### src/design/tsp_pkg.sv
// Shared types and constants for the timed slot pool.
`default_nettype none

package tsp_pkg;

    // Fixed field widths.
    localparam int TIME_W = 32;
    localparam int LIFE_W = 24;
    localparam int SLOT_W = 5;

    // Register port geometry.
    localparam int ADDR_W = 3;
    localparam int DATA_W = 32;

    // Register indexes, decoded from the word address bit.
    localparam logic REG_MARK_LIFE  = 1'b0;
    localparam logic REG_TRACE_LIFE = 1'b1;

    // Register reset values.
    localparam logic [LIFE_W-1:0] MARK_LIFE_RST  = 24'd50000;
    localparam logic [LIFE_W-1:0] TRACE_LIFE_RST = 24'd100;

    // Operation codes of an input beat.
    localparam logic OP_INSERT = 1'b0;
    localparam logic OP_TICK   = 1'b1;

    // Lifetime registers as seen by the sequencer.
    typedef struct packed {
        logic [LIFE_W-1:0] mark_life;
        logic [LIFE_W-1:0] trace_life;
    } t_cfg;

    // Request to the shared adder: cmp selects a compare (a < b) over a sum.
    typedef struct packed {
        logic              cmp;
        logic [TIME_W-1:0] a;
        logic [TIME_W-1:0] b;
    } t_alu_req;

    typedef struct packed {
        logic [TIME_W-1:0] sum;
        logic              lt;
    } t_alu_rsp;

    // One result beat.
    typedef struct packed {
        logic [SLOT_W-1:0] slot;
        logic              evicted;
        logic [SLOT_W-1:0] evicted_slot;
        logic              valid_res;
        logic              last;
    } t_result;

    function automatic t_result mk_res(logic [SLOT_W-1:0] slot, logic ev,
                                       logic [SLOT_W-1:0] evs, logic vld,
                                       logic lst);
        t_result r;
        r.slot         = slot;
        r.evicted      = ev;
        r.evicted_slot = evs;
        r.valid_res    = vld;
        r.last         = lst;
        return r;
    endfunction

endpackage

`default_nettype wire

### src/design/timed_slot_pool_oldest_evict.sv
// Top level of the timed slot pool: registers, sequencer, adder and output stage.
//
// Input channel: i_in_valid / o_in_stall with i_operation, i_is_trace and i_now.
// An insert takes a free slot (evicting the oldest live entry when none is free)
// and gives one result beat. A tick walks the live entries from newest to oldest
// and gives one beat per expired entry, or one beat with o_valid_res low when
// nothing expired; o_last marks the final beat of each input beat.
// Output channel: o_out_valid / i_out_stall; the result sits in an output
// register, so the sequencer moves on while the receiver stalls, until the next
// result is ready and the register is still full.
// An insert passes S_INS0 to S_INS3 on its way to the output register, with a
// release between S_INS0 and S_INS1 when it evicts; a tick releases each expired
// entry as its walk meets it. A release reads the links of the slot, then joins
// its neighbours around it and pushes the slot onto the free list.
// One input beat is worked on at a time; o_in_stall is high until its last
// result has been handed to the output register.
// Reset (synchronous, active low) empties the pool and sets the lifetimes to
// 50000 and 100. The lifetime registers are written through the APB-style port.
`default_nettype none

module timed_slot_pool_oldest_evict #(
    parameter int POOL_SIZE = 32
) (
    input  wire logic                          i_clk,
    input  wire logic                          i_rst_n,
    input  wire logic                          i_in_valid,
    output logic                               o_in_stall,
    input  wire logic                          i_operation,
    input  wire logic                          i_is_trace,
    input  wire logic [tsp_pkg::TIME_W-1:0]    i_now,
    output logic                               o_out_valid,
    input  wire logic                          i_out_stall,
    output logic [tsp_pkg::SLOT_W-1:0]         o_slot,
    output logic                               o_evicted,
    output logic [tsp_pkg::SLOT_W-1:0]         o_evicted_slot,
    output logic                               o_valid_res,
    output logic                               o_last,
    input  wire logic                          psel,
    input  wire logic                          penable,
    input  wire logic                          pwrite,
    input  wire logic [tsp_pkg::ADDR_W-1:0]    paddr,
    input  wire logic [tsp_pkg::DATA_W-1:0]    pwdata,
    output logic      [tsp_pkg::DATA_W-1:0]    prdata,
    output logic                               pready
);

    tsp_pkg::t_cfg     w_cfg;
    tsp_pkg::t_alu_req w_alu_req;
    tsp_pkg::t_alu_rsp w_alu_rsp;
    tsp_pkg::t_result  w_res;
    logic              w_res_valid;
    logic              w_res_ready;

    logic              r_out_valid;
    tsp_pkg::t_result  r_out;

    tsp_regs u_regs (
        .i_clk     (i_clk),
        .i_rst_n   (i_rst_n),
        .i_psel    (psel),
        .i_penable (penable),
        .i_pwrite  (pwrite),
        .i_paddr   (paddr),
        .i_pwdata  (pwdata),
        .o_prdata  (prdata),
        .o_pready  (pready),
        .o_cfg     (w_cfg)
    );

    tsp_alu u_alu (
        .i_req (w_alu_req),
        .o_rsp (w_alu_rsp)
    );

    tsp_seq #(
        .POOL_SIZE (POOL_SIZE)
    ) u_seq (
        .i_clk       (i_clk),
        .i_rst_n     (i_rst_n),
        .i_in_valid  (i_in_valid),
        .o_in_stall  (o_in_stall),
        .i_operation (i_operation),
        .i_is_trace  (i_is_trace),
        .i_now       (i_now),
        .i_cfg       (w_cfg),
        .o_alu_req   (w_alu_req),
        .i_alu_rsp   (w_alu_rsp),
        .o_res_valid (w_res_valid),
        .i_res_ready (w_res_ready),
        .o_res       (w_res)
    );

    // The output register takes a new beat when empty or being drained.
    assign w_res_ready = !r_out_valid || !i_out_stall;

    always_ff @(posedge i_clk) begin
        if (!i_rst_n) begin
            r_out_valid <= 1'b0;
        end else if (w_res_valid && w_res_ready) begin
            r_out_valid <= 1'b1;
        end else if (!i_out_stall) begin
            r_out_valid <= 1'b0;
        end
    end

    always_ff @(posedge i_clk) begin
        if (w_res_valid && w_res_ready) begin
            r_out <= w_res;
        end
    end

    assign o_out_valid    = r_out_valid;
    assign o_slot         = r_out.slot;
    assign o_evicted      = r_out.evicted;
    assign o_evicted_slot = r_out.evicted_slot;
    assign o_valid_res    = r_out.valid_res;
    assign o_last         = r_out.last;

endmodule

`default_nettype wire

### src/design/tsp_regs.sv
// Configuration register file for the two lifetimes, APB-style access.
`default_nettype none

module tsp_regs (
    input  wire logic                         i_clk,
    input  wire logic                         i_rst_n,
    input  wire logic                         i_psel,
    input  wire logic                         i_penable,
    input  wire logic                         i_pwrite,
    input  wire logic [tsp_pkg::ADDR_W-1:0]   i_paddr,
    input  wire logic [tsp_pkg::DATA_W-1:0]   i_pwdata,
    output logic      [tsp_pkg::DATA_W-1:0]   o_prdata,
    output logic                              o_pready,
    output tsp_pkg::t_cfg                     o_cfg
);

    logic [tsp_pkg::LIFE_W-1:0] r_mark_life;
    logic [tsp_pkg::LIFE_W-1:0] r_trace_life;
    logic                       w_wr;

    // The access phase of a write completes at once.
    assign o_pready = 1'b1;
    assign w_wr     = i_psel && i_penable && i_pwrite;

    // Register writes; the word address bit picks the register.
    always_ff @(posedge i_clk) begin
        if (!i_rst_n) begin
            r_mark_life  <= tsp_pkg::MARK_LIFE_RST;
            r_trace_life <= tsp_pkg::TRACE_LIFE_RST;
        end else if (w_wr) begin
            case (i_paddr[2])
                tsp_pkg::REG_MARK_LIFE:  r_mark_life  <= i_pwdata[tsp_pkg::LIFE_W-1:0];
                tsp_pkg::REG_TRACE_LIFE: r_trace_life <= i_pwdata[tsp_pkg::LIFE_W-1:0];
                default: ;
            endcase
        end
    end

    // Read-back of the addressed register.
    always_comb begin
        case (i_paddr[2])
            tsp_pkg::REG_MARK_LIFE:
                o_prdata = tsp_pkg::DATA_W'(r_mark_life);
            tsp_pkg::REG_TRACE_LIFE:
                o_prdata = tsp_pkg::DATA_W'(r_trace_life);
            default:
                o_prdata = '0;
        endcase
    end

    assign o_cfg.mark_life  = r_mark_life;
    assign o_cfg.trace_life = r_trace_life;

endmodule

`default_nettype wire

### src/design/tsp_alu.sv
// Shared 32-bit adder that forms expiry times and compares them with now.
`default_nettype none

module tsp_alu (
    input  wire tsp_pkg::t_alu_req i_req,
    output tsp_pkg::t_alu_rsp      o_rsp
);

    logic [tsp_pkg::TIME_W-1:0] w_b;
    logic [tsp_pkg::TIME_W:0]   w_full;

    // A compare is a subtraction; a missing carry means a < b.
    assign w_b    = i_req.cmp ? ~i_req.b : i_req.b;
    assign w_full = {1'b0, i_req.a} + {1'b0, w_b}
                  + {{tsp_pkg::TIME_W{1'b0}}, i_req.cmp};

    assign o_rsp.sum = w_full[tsp_pkg::TIME_W-1:0];
    assign o_rsp.lt  = i_req.cmp & ~w_full[tsp_pkg::TIME_W];

endmodule

`default_nettype wire

### src/design/tsp_seq.sv
// Sequencer with the link and expiry memories: insert, evict and expiry walk.
`default_nettype none

module tsp_seq #(
    parameter int POOL_SIZE = 32
) (
    input  wire logic                        i_clk,
    input  wire logic                        i_rst_n,
    input  wire logic                        i_in_valid,
    output logic                             o_in_stall,
    input  wire logic                        i_operation,
    input  wire logic                        i_is_trace,
    input  wire logic [tsp_pkg::TIME_W-1:0]  i_now,
    input  wire tsp_pkg::t_cfg               i_cfg,
    output tsp_pkg::t_alu_req                o_alu_req,
    input  wire tsp_pkg::t_alu_rsp           i_alu_rsp,
    output logic                             o_res_valid,
    input  wire logic                        i_res_ready,
    output tsp_pkg::t_result                 o_res
);

    localparam int LW    = $clog2(POOL_SIZE + 1);
    localparam int SW    = $clog2(POOL_SIZE);
    localparam int STW   = $clog2(POOL_SIZE + 2);
    localparam int SlotW = tsp_pkg::SLOT_W;
    localparam int TW    = tsp_pkg::TIME_W;
    localparam logic [LW-1:0]  SENT    = LW'(POOL_SIZE);
    localparam logic [STW-1:0] MAX_STP = STW'(POOL_SIZE);

    // Sequencer states.
    localparam logic [3:0] S_IDLE = 4'd0;
    localparam logic [3:0] S_INS0 = 4'd1;
    localparam logic [3:0] S_INS1 = 4'd2;
    localparam logic [3:0] S_INS2 = 4'd3;
    localparam logic [3:0] S_INS3 = 4'd4;
    localparam logic [3:0] S_REL0 = 4'd5;
    localparam logic [3:0] S_REL1 = 4'd6;
    localparam logic [3:0] S_REL2 = 4'd7;
    localparam logic [3:0] S_TCK0 = 4'd8;
    localparam logic [3:0] S_WALK = 4'd9;
    localparam logic [3:0] S_PEND = 4'd10;
    localparam logic [3:0] S_ADV  = 4'd11;
    localparam logic [3:0] S_TEND = 4'd12;
    localparam logic [3:0] S_EMIT = 4'd13;

    // Link and expiry memories, one entry per slot.
    logic [LW-1:0] mem_next [POOL_SIZE];
    logic [LW-1:0] mem_prev [POOL_SIZE];
    logic [TW-1:0] mem_exp  [POOL_SIZE];

    logic [LW-1:0] r_next_q, r_prev_q;
    logic [TW-1:0] r_exp_q;

    logic          rd_en;
    logic [SW-1:0] rd_addr;
    logic          nx_we, pv_we, ex_we;
    logic [SW-1:0] nx_waddr, pv_waddr, ex_waddr;
    logic [LW-1:0] nx_wdata, pv_wdata;

    // Control and working registers.
    logic [3:0]       r_state, n_state, r_ret, n_ret;
    logic             r_op, n_op, r_trace, n_trace;
    logic [TW-1:0]    r_now, n_now;
    logic [LW-1:0]    r_head, n_head, r_tail, n_tail;
    logic [LW-1:0]    r_free_head, n_free_head;
    logic             r_free_empty, n_free_empty;
    logic [LW-1:0]    r_fill, n_fill;
    logic [LW-1:0]    r_cur, n_cur, r_nxt, n_nxt;
    logic [STW-1:0]   r_steps, n_steps;
    logic             r_pend_valid, n_pend_valid;
    logic [LW-1:0]    r_pend_slot, n_pend_slot;
    logic             r_evicted, n_evicted;
    logic [LW-1:0]    r_evs, n_evs;
    logic [LW-1:0]    r_slot, n_slot, r_rel, n_rel;
    tsp_pkg::t_result r_res, n_res;

    logic             w_fresh;
    logic [LW-1:0]    w_ins_nx;
    logic [STW-1:0]   w_steps_inc;
    logic [tsp_pkg::LIFE_W-1:0] w_life;

    // A slot never taken before still links to its successor in slot order.
    assign w_fresh     = (r_slot >= r_fill);
    assign w_ins_nx    = w_fresh ? (r_slot + LW'(1)) : r_next_q;
    assign w_steps_inc = r_steps + STW'(1);
    assign w_life      = r_trace ? i_cfg.trace_life : i_cfg.mark_life;

    assign o_in_stall  = (r_state != S_IDLE);
    assign o_res_valid = (r_state == S_EMIT);
    assign o_res       = r_res;

    // Memory ports: one write and one registered read per memory and cycle.
    always_ff @(posedge i_clk) begin
        if (nx_we) begin
            mem_next[nx_waddr] <= nx_wdata;
        end
        if (pv_we) begin
            mem_prev[pv_waddr] <= pv_wdata;
        end
        if (ex_we) begin
            mem_exp[ex_waddr] <= i_alu_rsp.sum;
        end
        if (rd_en) begin
            r_next_q <= mem_next[rd_addr];
            r_prev_q <= mem_prev[rd_addr];
            r_exp_q  <= mem_exp[rd_addr];
        end
    end

    // Next-state logic of the sequencer.
    always_comb begin
        n_state      = r_state;
        n_ret        = r_ret;
        n_op         = r_op;
        n_trace      = r_trace;
        n_now        = r_now;
        n_head       = r_head;
        n_tail       = r_tail;
        n_free_head  = r_free_head;
        n_free_empty = r_free_empty;
        n_fill       = r_fill;
        n_cur        = r_cur;
        n_nxt        = r_nxt;
        n_steps      = r_steps;
        n_pend_valid = r_pend_valid;
        n_pend_slot  = r_pend_slot;
        n_evicted    = r_evicted;
        n_evs        = r_evs;
        n_slot       = r_slot;
        n_rel        = r_rel;
        n_res        = r_res;
        rd_en        = 1'b0;
        rd_addr      = r_cur[SW-1:0];
        nx_we        = 1'b0;
        nx_waddr     = r_slot[SW-1:0];
        nx_wdata     = r_head;
        pv_we        = 1'b0;
        pv_waddr     = r_slot[SW-1:0];
        pv_wdata     = SENT;
        ex_we        = 1'b0;
        ex_waddr     = r_slot[SW-1:0];
        o_alu_req.cmp = 1'b1;
        o_alu_req.a   = r_exp_q;
        o_alu_req.b   = r_now;

        case (r_state)
            S_IDLE: begin
                if (i_in_valid) begin
                    n_op    = i_operation;
                    n_trace = i_is_trace;
                    n_now   = i_now;
                    n_state = (i_operation == tsp_pkg::OP_TICK) ? S_TCK0 : S_INS0;
                end
            end

            // Make room by evicting the oldest entry when nothing is free.
            S_INS0: begin
                n_evicted = 1'b0;
                n_evs     = '0;
                if (!r_free_empty) begin
                    n_state = S_INS1;
                end else if (r_tail != SENT) begin
                    n_evicted = 1'b1;
                    n_evs     = r_tail;
                    n_rel     = r_tail;
                    n_state   = S_REL0;
                end else begin
                    n_res   = tsp_pkg::mk_res('0, 1'b0, '0, 1'b0, 1'b1);
                    n_ret   = S_IDLE;
                    n_state = S_EMIT;
                end
            end

            // Release: read both links of the slot.
            S_REL0: begin
                rd_en   = 1'b1;
                rd_addr = r_rel[SW-1:0];
                n_state = S_REL1;
            end

            // Release: join the neighbours around the slot.
            S_REL1: begin
                if (r_prev_q == SENT) begin
                    n_head = r_next_q;
                end else begin
                    nx_we    = 1'b1;
                    nx_waddr = r_prev_q[SW-1:0];
                    nx_wdata = r_next_q;
                end
                if (r_next_q == SENT) begin
                    n_tail = r_prev_q;
                end else begin
                    pv_we    = 1'b1;
                    pv_waddr = r_next_q[SW-1:0];
                    pv_wdata = r_prev_q;
                end
                n_state = S_REL2;
            end

            // Release: push the slot onto the free list.
            S_REL2: begin
                nx_we        = 1'b1;
                nx_waddr     = r_rel[SW-1:0];
                nx_wdata     = r_free_empty ? SENT : r_free_head;
                n_free_head  = r_rel;
                n_free_empty = 1'b0;
                n_state      = (r_op == tsp_pkg::OP_TICK) ? S_PEND : S_INS1;
            end

            // Take the free head and fetch its link.
            S_INS1: begin
                if (r_free_empty || (r_free_head == SENT)) begin
                    n_res   = tsp_pkg::mk_res('0, r_evicted, SlotW'(r_evs), 1'b0, 1'b1);
                    n_ret   = S_IDLE;
                    n_state = S_EMIT;
                end else begin
                    n_slot  = r_free_head;
                    rd_en   = 1'b1;
                    rd_addr = r_free_head[SW-1:0];
                    n_state = S_INS2;
                end
            end

            // Advance the free list; link the slot in front and write its expiry.
            S_INS2: begin
                if (w_fresh) begin
                    n_fill = r_slot + LW'(1);
                end
                if (w_ins_nx == SENT) begin
                    n_free_empty = 1'b1;
                end else begin
                    n_free_head = w_ins_nx;
                end
                nx_we         = 1'b1;
                nx_wdata      = r_head;
                pv_we         = 1'b1;
                pv_wdata      = SENT;
                ex_we         = 1'b1;
                o_alu_req.cmp = 1'b0;
                o_alu_req.a   = r_now;
                o_alu_req.b   = TW'(w_life);
                n_state       = S_INS3;
            end

            // Point the old head back at the new slot and report it.
            S_INS3: begin
                if (r_head == SENT) begin
                    n_tail = r_slot;
                end else begin
                    pv_we    = 1'b1;
                    pv_waddr = r_head[SW-1:0];
                    pv_wdata = r_slot;
                end
                n_head  = r_slot;
                n_res   = tsp_pkg::mk_res(SlotW'(r_slot), r_evicted, SlotW'(r_evs),
                                          1'b1, 1'b1);
                n_ret   = S_IDLE;
                n_state = S_EMIT;
            end

            // Start the walk at the newest entry.
            S_TCK0: begin
                n_pend_valid = 1'b0;
                n_steps      = '0;
                if (r_head == SENT) begin
                    n_state = S_TEND;
                end else begin
                    n_cur   = r_head;
                    rd_en   = 1'b1;
                    rd_addr = r_head[SW-1:0];
                    n_state = S_WALK;
                end
            end

            // One entry a cycle; an expired one branches off to be released.
            S_WALK: begin
                n_steps = w_steps_inc;
                n_nxt   = r_next_q;
                if (i_alu_rsp.lt) begin
                    n_rel   = r_cur;
                    n_state = S_REL0;
                end else if ((r_next_q != SENT) && (w_steps_inc <= MAX_STP)) begin
                    n_cur   = r_next_q;
                    rd_en   = 1'b1;
                    rd_addr = r_next_q[SW-1:0];
                end else begin
                    n_state = S_TEND;
                end
            end

            // Hold back the latest expiry found so that the final one can carry last.
            S_PEND: begin
                n_pend_valid = 1'b1;
                n_pend_slot  = r_rel;
                if (r_pend_valid) begin
                    n_res   = tsp_pkg::mk_res(SlotW'(r_pend_slot), 1'b0, '0,
                                              1'b1, 1'b0);
                    n_ret   = S_ADV;
                    n_state = S_EMIT;
                end else begin
                    n_state = S_ADV;
                end
            end

            S_ADV: begin
                if ((r_nxt != SENT) && (r_steps <= MAX_STP)) begin
                    n_cur   = r_nxt;
                    rd_en   = 1'b1;
                    rd_addr = r_nxt[SW-1:0];
                    n_state = S_WALK;
                end else begin
                    n_state = S_TEND;
                end
            end

            // Final beat of a tick.
            S_TEND: begin
                if (r_pend_valid) begin
                    n_res = tsp_pkg::mk_res(SlotW'(r_pend_slot), 1'b0, '0, 1'b1, 1'b1);
                end else begin
                    n_res = tsp_pkg::mk_res('0, 1'b0, '0, 1'b0, 1'b1);
                end
                n_ret   = S_IDLE;
                n_state = S_EMIT;
            end

            S_EMIT: begin
                if (i_res_ready) begin
                    n_state = r_ret;
                end
            end

            default: begin
                n_state = S_IDLE;
            end
        endcase
    end

    // Control state, cleared at reset.
    always_ff @(posedge i_clk) begin
        if (!i_rst_n) begin
            r_state      <= S_IDLE;
            r_head       <= SENT;
            r_tail       <= SENT;
            r_free_head  <= '0;
            r_free_empty <= 1'b0;
            r_fill       <= '0;
            r_pend_valid <= 1'b0;
        end else begin
            r_state      <= n_state;
            r_head       <= n_head;
            r_tail       <= n_tail;
            r_free_head  <= n_free_head;
            r_free_empty <= n_free_empty;
            r_fill       <= n_fill;
            r_pend_valid <= n_pend_valid;
        end
    end

    // Working registers.
    always_ff @(posedge i_clk) begin
        r_ret       <= n_ret;
        r_op        <= n_op;
        r_trace     <= n_trace;
        r_now       <= n_now;
        r_cur       <= n_cur;
        r_nxt       <= n_nxt;
        r_steps     <= n_steps;
        r_pend_slot <= n_pend_slot;
        r_evicted   <= n_evicted;
        r_evs       <= n_evs;
        r_slot      <= n_slot;
        r_rel       <= n_rel;
        r_res       <= n_res;
    end

endmodule

`default_nettype wire

### config.mk
export PLATFORM = sky130hd
export DESIGN_NAME = timed_slot_pool_oldest_evict
export DESIGN_NICKNAME = d
export VERILOG_FILES = /design/src/design/tsp_pkg.sv /design/src/design/timed_slot_pool_oldest_evict.sv /design/src/design/tsp_regs.sv /design/src/design/tsp_alu.sv /design/src/design/tsp_seq.sv
export SDC_FILE = /design/constraint.sdc
export NUM_CORES = 2
export LEC_CHECK = 0
export BUFFER_PORTS_ARGS = -buffer_cell sky130_fd_sc_hd__buf_2
export CAP_MARGIN = 10
export CELL_PAD_IN_SITES_DETAIL_PLACEMENT = 2
export CELL_PAD_IN_SITES_GLOBAL_PLACEMENT = 2
export CORE_UTILIZATION = 40
export CTS_CLUSTER_DIAMETER = 120
export CTS_CLUSTER_SIZE = 20
export DETAILED_ROUTE_END_ITERATION = 10
export GPL_TIMING_DRIVEN = 0
export PLACE_DENSITY = 0.69
export SLEW_MARGIN = 20
export SYNTH_ARGS = -nofsm -noshare
export SYNTH_HDL_FRONTEND = slang
export SYNTH_SLANG_ARGS = --single-unit
### constraint.sdc
create_clock -name i_clk -period 11.06 [get_ports i_clk]
set_input_delay 0.553 -clock i_clk [delete_from_list [all_inputs] [get_ports i_clk]]
set_output_delay 0.553 -clock i_clk [all_outputs]
set_load 0.02 [all_outputs]
==> impl_results.md <==
- Outcome: finished clean
- Largest family of logic cells by synthesized area: multiplexers
- Crit share post-route: between 90% and 100%
- Worst hold stages: 1
- Reg2Reg Setup Slack: 0.18 ns
- Worst endpoint required time: 11.47 ns
- Vias: 41755
- Pre-CTS WS: -0.05374 ns
- Tmin final: 10.88 ns
- Area Growth Syn to Fin: 13.11%
- Final-report setup violation count: 0
- Tightest Pin Transition: between 1 and 1.5 ns
- CP dominant cell by count: clkbuf_1
- Starting Density: a little over 40%
- Simple-gate portion of the synthesized area: roughly 8.3%
- Worst path cell trace: buf_2, clkbuf_1, nor4bb_1, clkbuf_1, clkdlybuf4s15_1, nand2_1, nand2_1, ha_1, a21oi_1, o21ai_0, a311o_1, o2bb2ai_1, nand2b_1, o21ai_1, a211oi_2, buf_4, buf_2, buf_4, nand3_1, clkbuf_1, o221ai_1, nor4bb_1
- Setup TNS: 0 ns
- Gr usage total: 27.65%
- Startpoint Class: flip-flop
- Clk pin slew, worst setup/hold paths: 0.09 ns
- CP Max Fanout: 10
- I/O pin count: between 100 and 150
- Pin count of the biggest net entering global routing: 34
- Number of global-route vias before repair: 44844
- Most used routing layer in global routing: met2
- Post-synthesis compound-gate area fraction: 5.674%
- Routing usage on met2: 46.03%
- Routed WL: 238.1 mm
- Antenna viol nets, final: 0
- Share of cells above drive strength 1: 13.92%
- Yosys top cell by area: edfxtp_1
- Met3 Use GR: 4.322%
- Die Width: 413.3 um
- Post-synth top flop: edfxtp_1
- Global-route wire length before repair: 334.9 mm
- Register area share after synthesis: a little under three quarters
- Final Worst Setup Slack: around 0.18 ns
- Critical path class: reg -> reg
- Hold Path Class: in -> reg
- Max Slew Vio Count: 0
- Slowest stage cell on the critical path: nor4bb_1
- Final Instance Area: around 0.077 mm^2
- Synthesized area: around 0.068 mm^2
- DR WL/cell: 34.26 um
- EDFF count, synth: 1554
- Met1 GRT Util: 37.11%
- Bufs and invs on worst path: 8
- Cells after synthesis: 4377
- CTS tree: built
- Ys async rst share: 0%
- XOR/XNOR Fraction of Synth Area: less than 1%
- Clk sinks: 1633
- Crit-path max cell delay: 1.02 ns
- Dpl cell area: ~0.074 mm^2
- YS warnings: 0
- Root Buffer Master: clkbuf_16
- Hold_sp: i_now[3]
- Synth Area in Adders: less than 1%
- FF-to-FF path depth: 22
- DR vias/cell: 6.008
- Crit Reg-Reg Endpoint: u_seq.r_prev_q[1]
- Min-Delay Endpoint: u_seq.r_now[3]
- Std cell rows: 150
- Grt total ovfl: 0
- R2r startpoint: u_seq.r_state[1]
- IO Port Bufs: 102
- Clock tree buffer depth: 3
- Top-count cell post-synth: edfxtp_1
- Nets: approximately 4800
- Initial antenna violation count: 9
- Routability Congestion: 0.8824
- Multi-input logic area: 0.01888 mm^2
- Arrival @ worst endpoint: 11.29 ns
- Setup repair after global routing missed its margin: false
- Setup crit end kind: flip-flop
- Die area: 0.1709 mm^2
- Synth top area cells: edfxtp_1 69%, mux2i_1 7.4%, mux4_2 2.9%, nand2_1 2.8%, dfxtp_1 2.3%
- Final hold viol count: 0
- Skew-Pair Late Insertion Delay: 0.77 ns
- Htree depth: 3
- Crit path max-delay family: buffers and inverters
- Headroom to the max-slew limit: 17.71%
- Fill cell count: approximately 16000
- Number of buffers created by CTS: 91
- Initial DRC Count: 4290
- Synth top cells by count: 1554 x edfxtp_1, 502 x mux2i_1, 498 x nand2_1
- Seq cells post-synth: 1633
- Number of remaining DRC errors: 0
- Share of the synthesized area in the top cell type: 68.95%
- Dpl hpwl: 173.0 mm
- Sequential cell area: ~0.048 mm^2
- Die Y: 413.3 um
- Clock skew: 0.05559 ns
- Core Area: approximately 0.17 mm^2
- Post-synthesis cell type count: 83
- Mux share of post-synthesis cell area: 11.53%
- Pre-Repair DR Iteration Count: 6
- Mean Syn Cell Area: 15.46 um^2
- Max Cap Viol: 0
- FMAX: 0.09188 GHz
## per-layer routing
metal	wire length, um	vias up
met5	27	-
li1	-	17572
met1	99930	22355
met3	15310	339
met4	7781	4
met2	115100	1485
## registers in the layout, summed over array words and instances (netlist names), 6 cells and up
register             count
u_seq.r_fill             6
u_seq.mem_exp         1024
u_seq.r_cur              6
u_seq.mem_prev         192
u_seq.mem_next         192
u_regs.r_mark_life      24
u_seq.r_rel              6
u_seq.r_slot             6
u_seq.o_res             13
u_seq.r_nxt              6
u_seq.r_free_head        6
u_seq.r_now             32
u_seq.r_exp_q           32
u_seq.r_tail             6
u_seq.r_steps            6
u_seq.r_head             6
u_seq.r_next_q           6
u_seq.r_prev_q           6
u_regs.r_trace_life     24
## what timing repair did
item	4_1_cts	5_1_grt
hold buffers	30	0
cloned	0	0
pin swaps	0	0
buffers inserted	0	4
hold endpoints to repair	30	0
endpoints found under the setup margin	1	2
gates resized for setup	1	3
## cells in the final DEF, fill, tap and decap left out, types with 71 or more instances in the layout
cell type  count
nor2_1       132
dfxtp_1       79
edfxtp_1    1554
clkbuf_16     93
a21oi_1      112
mux2i_1      502
buf_2        154
nand3_1      220
clkbuf_1     162
mux2_2        71
nand2_1      498
mux4_2        88
## final cells by class
cell class | instances | area share (%)
diodes | 4 | 0.01308
plain buffers | 258 | 1.533
clock buffers | 106 | 3.104
clock inverters | 6 | 0.1487
inverters | 31 | 0.1520
multi-input cells | 2462 | 24.67
flip-flops and latches | 1633 | 63.02
well taps | 2204 | 3.602
repair buffers | 246 | 3.756
## stage by stage
step | instances | util, % | hold slack (ns)
6_report | 6950 | 45.68 | 0.04345
5_1_grt | 6948 | 45.67 | 0.002732
4_1_cts | 6942 | 45.63 | 0.002554
3_5_place_dp | 6800 | 43.96 | 0.4105
3_3_place_gp | 6690 | 42.35 | 0.4034
2_1_floorplan | 4384 | - | 0.4003
## worst max-delay path by stage
stage	start	endpoint	slack (ns)	cells past startpoint
6_report	u_seq.r_state[1]	u_seq.r_prev_q[1]	0.18	22
5_1_grt	u_seq.r_state[1]	u_seq.r_prev_q[1]	0.06	22
4_1_cts	u_seq.r_state[1]	u_seq.r_prev_q[3]	0.05	22
3_5_place_dp	u_seq.r_state[1]	u_seq.r_prev_q[3]	-0.05	22
3_3_place_gp	u_seq.r_state[1]	u_seq.r_exp_q[9]	-0.74	21
2_1_floorplan	u_seq.r_state[1]	u_seq.r_exp_q[0]	5.17	14
## logic make-up (layout without fill, tap and decap cells)
kind of cell,Yosys count,after routing
AO/OA/AOI/OAI,538,538
adder cells (fa/ha/maj),44,44
flip-flops,1633,1633
multiplexers,661,661
other,2,13
XOR/XNOR,39,39
buffers and inverters,289,647
AND/OR/NAND/NOR,1171,1171
Power is left out: the tool's default activity adds up to more than one toggle a clock period on the data nets, which glitch-free logic cannot reach.
